<file path="config.mk">
export PLATFORM = sky130hd
export DESIGN_NAME = integer_to_roman_encoder
export DESIGN_NICKNAME = d
export VERILOG_FILES = /design/src/itr_pkg.sv /design/src/integer_to_roman_encoder.sv
export SDC_FILE = /design/constraint.sdc
export NUM_CORES = 1
export LEC_CHECK = 0
export BUFFER_PORTS_ARGS = -buffer_cell sky130_fd_sc_hd__buf_2
export CAP_MARGIN = 5
export CORE_MARGIN = 4
export CORE_UTILIZATION = 50
export DETAILED_ROUTE_END_ITERATION = 6
export HOLD_SLACK_MARGIN = 0.05
export PLACE_DENSITY = 0.84
export SETUP_SLACK_MARGIN = 0.4
export SLEW_MARGIN = 20
export SYNTH_ARGS = -nofsm -noshare
export SYNTH_HDL_FRONTEND = slang
export SYNTH_SLANG_ARGS = --single-unit
</file>
<file path="constraint.sdc">
create_clock -name clk -period 3.9 [get_ports clk]
set_input_delay 0.975 -clock clk [delete_from_list [all_inputs] [get_ports clk]]
set_output_delay 0.975 -clock clk [all_outputs]
set_load 0.01 [all_outputs]
</file>
<file path="src/itr_pkg.sv">
// ============================================================================
// itr_pkg
// Shared types, constants and the control store of the Roman numeral encoder.
// ============================================================================
package itr_pkg;

    localparam int unsigned NumberWidth = 12;
    localparam int unsigned CharWidth   = 7;
    localparam int unsigned PcWidth     = 4;

    localparam logic [NumberWidth-1:0] MaxValue = NumberWidth'(3999);

    localparam logic [CharWidth-1:0] CharNone = 7'h00;
    localparam logic [CharWidth-1:0] CharI    = 7'h49;
    localparam logic [CharWidth-1:0] CharV    = 7'h56;
    localparam logic [CharWidth-1:0] CharX    = 7'h58;
    localparam logic [CharWidth-1:0] CharL    = 7'h4C;
    localparam logic [CharWidth-1:0] CharC    = 7'h43;
    localparam logic [CharWidth-1:0] CharD    = 7'h44;
    localparam logic [CharWidth-1:0] CharM    = 7'h4D;

    typedef logic [PcWidth-1:0] pc_t;

    // One step of the program: subtract weight while it fits, emitting
    // first_char then (if nonzero) second_char; else jump to jump_pc.
    typedef struct packed {
        logic [NumberWidth-1:0] weight;
        logic [CharWidth-1:0]   first_char;
        logic [CharWidth-1:0]   second_char;
        pc_t                    jump_pc;
    } ctrl_word_t;

    function automatic ctrl_word_t ctrl_rom(input pc_t pc);
        ctrl_word_t cw;
        unique case (pc)
            4'd0:    cw = '{12'd1000, CharM, CharNone, 4'd1};
            4'd1:    cw = '{12'd900,  CharC, CharM,    4'd2};
            4'd2:    cw = '{12'd500,  CharD, CharNone, 4'd3};
            4'd3:    cw = '{12'd400,  CharC, CharD,    4'd4};
            4'd4:    cw = '{12'd100,  CharC, CharNone, 4'd5};
            4'd5:    cw = '{12'd90,   CharX, CharC,    4'd6};
            4'd6:    cw = '{12'd50,   CharL, CharNone, 4'd7};
            4'd7:    cw = '{12'd40,   CharX, CharL,    4'd8};
            4'd8:    cw = '{12'd10,   CharX, CharNone, 4'd9};
            4'd9:    cw = '{12'd9,    CharI, CharX,    4'd10};
            4'd10:   cw = '{12'd5,    CharV, CharNone, 4'd11};
            4'd11:   cw = '{12'd4,    CharI, CharV,    4'd12};
            4'd12:   cw = '{12'd1,    CharI, CharNone, 4'd12};
            default: cw = '{12'd1,    CharI, CharNone, 4'd12};
        endcase
        return cw;
    endfunction

endpackage

</file>
<file path="src/integer_to_roman_encoder.sv">
// ============================================================================
// integer_to_roman_encoder
// Converts a 12-bit unsigned number to its Roman numeral, one ASCII
// character per output transfer, driven by a small microcoded sequencer.
// ============================================================================
//
// Channel   Dir  tdata                        tlast      tuser
// s_*       in   [11:0] number_in             -          -
// m_*       out  [6:0] symbol_char            last_char  range_error
//
// After the accept, the sequencer takes one step per character and one per
// skipped table step (3888 gives 15 characters and 12 skipped steps), as the
// step counter walks the 13-entry control store. An out-of-range input (zero
// or above 3999) loads one error transfer at the accept edge. A new
// number is taken once the last character sits in the output register and
// that register is free or draining. A stalled output holds the sequencer.
// Reset clears all control.

module integer_to_roman_encoder (
    input  logic        clk,
    input  logic        rst_n,
    input  logic        s_tvalid,
    output logic        s_tready,
    input  logic [15:0] s_tdata,   // [11:0] number_in
    output logic        m_tvalid,
    input  logic        m_tready,
    output logic [7:0]  m_tdata,   // [6:0] symbol_char
    output logic        m_tlast,   // last_char
    output logic        m_tuser    // range_error
);

    logic                                 busy_reg, busy_next;
    logic                                 pair_reg, pair_next;
    itr_pkg::pc_t                         pc_reg, pc_next;
    logic [itr_pkg::NumberWidth-1:0]      rest_reg, rest_next;
    logic                                 m_tvalid_reg, m_tvalid_next;
    logic [itr_pkg::CharWidth-1:0]        char_reg, char_next;
    logic                                 last_reg, last_next;
    logic                                 err_reg, err_next;

    itr_pkg::ctrl_word_t                  cw;
    logic [itr_pkg::NumberWidth-1:0]      number_in;
    logic [itr_pkg::NumberWidth-1:0]      diff;
    logic                                 slot_free;
    logic                                 fits;

    assign number_in = s_tdata[itr_pkg::NumberWidth-1:0];
    assign slot_free = !m_tvalid_reg || m_tready;
    assign s_tready  = !busy_reg && slot_free;
    assign cw        = itr_pkg::ctrl_rom(pc_reg);
    assign fits      = rest_reg >= cw.weight;
    assign diff      = rest_reg - cw.weight;

    always_comb
    begin
        busy_next     = busy_reg;
        pair_next     = pair_reg;
        pc_next       = pc_reg;
        rest_next     = rest_reg;
        m_tvalid_next = m_tvalid_reg;
        char_next     = char_reg;
        last_next     = last_reg;
        err_next      = err_reg;

        if (m_tvalid_reg && m_tready)
        begin
            m_tvalid_next = 1'b0;
        end

        if (s_tvalid && s_tready)
        begin
            if (number_in == '0 || number_in > itr_pkg::MaxValue)
            begin
                m_tvalid_next = 1'b1;
                char_next     = itr_pkg::CharNone;
                last_next     = 1'b1;
                err_next      = 1'b1;
            end
            else
            begin
                busy_next = 1'b1;
                rest_next = number_in;
                pc_next   = '0;
                pair_next = 1'b0;
            end
        end
        else if (busy_reg && slot_free)
        begin
            if (!fits)
            begin
                pc_next = cw.jump_pc;
            end
            else if (!pair_reg)
            begin
                m_tvalid_next = 1'b1;
                char_next     = cw.first_char;
                err_next      = 1'b0;
                if (cw.second_char != itr_pkg::CharNone)
                begin
                    pair_next = 1'b1;
                    last_next = 1'b0;
                end
                else
                begin
                    rest_next = diff;
                    last_next = (diff == '0);
                    busy_next = (diff != '0);
                end
            end
            else
            begin
                m_tvalid_next = 1'b1;
                char_next     = cw.second_char;
                err_next      = 1'b0;
                pair_next     = 1'b0;
                rest_next     = diff;
                last_next     = (diff == '0);
                busy_next     = (diff != '0);
            end
        end
    end

    always_ff @(posedge clk or negedge rst_n)
    begin
        if (!rst_n)
        begin
            busy_reg     <= 1'b0;
            pair_reg     <= 1'b0;
            pc_reg       <= '0;
            m_tvalid_reg <= 1'b0;
        end
        else
        begin
            busy_reg     <= busy_next;
            pair_reg     <= pair_next;
            pc_reg       <= pc_next;
            m_tvalid_reg <= m_tvalid_next;
        end
    end

    always_ff @(posedge clk)
    begin
        rest_reg <= rest_next;
        char_reg <= char_next;
        last_reg <= last_next;
        err_reg  <= err_next;
    end

    assign m_tvalid = m_tvalid_reg;
    assign m_tdata  = {1'b0, char_reg};
    assign m_tlast  = last_reg;
    assign m_tuser  = err_reg;

endmodule
</file>
==> impl_metrics.tcl <==
set metrics [dict create \
    outcome "finished clean" \
    cts_root_buf "clkbuf_8" \
    ys_ff_latch 27 \
    path_clk_slew_ns 0.11 \
    final_nets 312 \
    clock_sinks 27 \
    syn_area_um2 2090 \
    final-seq-area_um2 776 \
    yosysTopAreaCell "edfxtp_1" \
    fill_cells 359 \
    yosys.area.top_type_share 0.287 \
    routed_wl_um 5000 \
    row_count 23 \
    fin_crit_sh 0.870 \
    stdcell_area_um2 2430 \
    ctsHoldBuffers 0 \
    dieArea_um2 5290 \
    die_w_um 72.7 \
    reg2reg_depth 13 \
    arrival_ns 3.58 \
    largest_register_ffs 12 \
    period_needed_ns 3.39 \
    clock_latency_ns 0.29 \
    crit_fanout 5 \
    first_pass_iters 4 \
    hold_viol_final 0 \
    placed_cell_area_um2 2320 \
    multi_input_area_um2 1270 \
    reg2reg_to "busy_reg" \
    num_vias 1909 \
    ys_seq_area_frac 0.370 \
    max_freq_mhz 295 \
    synth_common_cells "a21oi_1 (32), nand2_1 (31), nor2_1 (24), edfxtp_1 (20)" \
    slew_headroom 0.524 \
    antenna_found_initial 0 \
    place_congestion 1.04 \
    cap_violations 0 \
    worstHoldPathType "in -> async" \
    cts_max_level 1 \
    drive_above_1_share 0.211 \
    drcViolationCount 0 \
    synth_ff_type "edfxtp_1" \
    wl_per_cell_um 15.4 \
    r2r_slack_ns 0.51 \
    ant_nets 0 \
    critical_path_class "reg -> reg" \
    start_util 0.520 \
    dieHeight_um 72.7 \
    final_util 0.602 \
    cts_buffers 3 \
    place.port_buffers 25 \
    cts_tree "yes" \
    cp-end-kind "flop" \
    synth_cell_types 48 \
    syn_to_final_growth_pct 15.9 \
    worstPathRequired_ns 4.08 \
    grt_first_pass_wirelength_um 8120 \
    grt_pass1_vias 1724 \
    setup_viol 0 \
    r2r_start "pc_reg[0]" \
    ios 32 \
    syn_inst 242 \
    rsz0062_at_grt "no" \
    cp-start-kind "flop" \
    fin_hold_ws_ns 0.504 \
    worstMarginPinSlew_ns 0.697 \
    synth.most_common_cell "a21oi_1" \
    syn_area_per_cell_um2 8.65 \
    grt_max_degree 22 \
    synthTopCellsByArea "edfxtp_1 (29%), ha_1 (9.0%), dfrtp_1 (8.4%)" \
    clock_skew_ns 0.00754 \
    overflow 0 \
    yosysWarnings 0 \
    fin_setup_tns_ns 0 \
    report.final.slew_viol_count 0 \
    cts_buffer_depth 2 \
    ys_async_sr_fraction 0.259 \
    drt_iter0_drc 188 \
    synth-edff-count 20 \
    place_hpwl_um 3750 \
    post_drt_via_cell_ratio 5.87 \
    diodes 0 \
    core-area_um2 4030 \
    gr-usage-all-layers 0.197 \
]
## stage by stage
stage | setup WS, ns | cells
2_1_floorplan | 0.412 | 243
3_3_place_gp | 0.412 | 317
3_5_place_dp | 0.342 | 317
4_1_cts | 0.462 | 322
5_1_grt | 0.393 | 325
6_report | 0.507 | 325
## critical path, stage by stage (launching register included)
cell and delay [ns]:
dfrtp_1 0.43, inv_4 0.09, ha_4 0.22, nor2_1 0.11, nor2_1 0.05, ha_1 0.20, fa_2 0.35, or2b_1 0.25
a21oi_2 0.20, xnor2_1 0.15, or4b_4 0.49, nor4bb_2 0.27, nand4_1 0.18, mux2_4 0.30
## cell type report
cell class	instances	area share
multi-input combinational	195	0.522
clock inverter	1	0.00309
sequential	27	0.320
timing repair buffer	40	0.0979
tap	50	0.0258
inverter	9	0.0149
clock buffer	3	0.0170
## kinds of logic after synthesis
logic type / share of synthesized area
buffers and inverters: 0.0424
AND/OR/NAND/NOR: 0.201
XOR/XNOR: 0.0460
AO/OA/AOI/OAI: 0.222
multiplexers: 0.0173
adder cells (fa/ha/maj): 0.0992
flip-flops: 0.370
other: 0.00179
## repair_timing
item | in CTS | in global routing
pin swaps | 3 | 3
setup buffers | 1 | 3
gates resized for setup | 3 | 5
endpoints found under the setup margin | 2 | 2
## layer usage
layer  GRT usage  share of wire  vias to the layer above
li1            -              -                      944
met1       0.283           0.44                      896
met2       0.314           0.48                       62
met3      0.0220          0.064                        7
met4      0.0553          0.014                        0
met5           0              0                        -
## worst max path at each step
stage | startpoint | endpoint | slack, ns
2_1_floorplan | pc_reg[0] | busy_reg | 0.41
3_3_place_gp | pc_reg[1] | busy_reg | 0.41
3_5_place_dp | pc_reg[0] | busy_reg | 0.34
4_1_cts | pc_reg[1] | busy_reg | 0.46
5_1_grt | pc_reg[0] | busy_reg | 0.39
6_report | pc_reg[0] | busy_reg | 0.51
## cell usage in the layout (no fill, tap or decap), types with 3 or more instances in the layout
| master | netlist | routed |
|---|---|---|
| xnor2_1 | 6 | 6 |
| dfrtp_1 | 7 | 7 |
| nor4_1 | 3 | 3 |
| ha_1 | 15 | 14 |
| buf_2 | 2 | 25 |
| nor2_1 | 24 | 24 |
| clkbuf_8 | 0 | 3 |
| nand3_1 | 4 | 4 |
| nand2b_1 | 3 | 3 |
| o21ai_0 | 15 | 15 |
| buf_4 | 2 | 15 |
| a21o_1 | 6 | 6 |
| a21oi_2 | 1 | 3 |
| inv_1 | 7 | 5 |
| xor2_1 | 5 | 5 |
| a21oi_1 | 32 | 30 |
| a211oi_1 | 8 | 8 |
| nor2b_1 | 5 | 5 |
| nand2_1 | 31 | 31 |
| edfxtp_1 | 20 | 20 |
| nand4_1 | 3 | 3 |
Power is left out: the tool's default activity adds up to more than one toggle a clock period on the data nets, which glitch-free logic cannot reach.
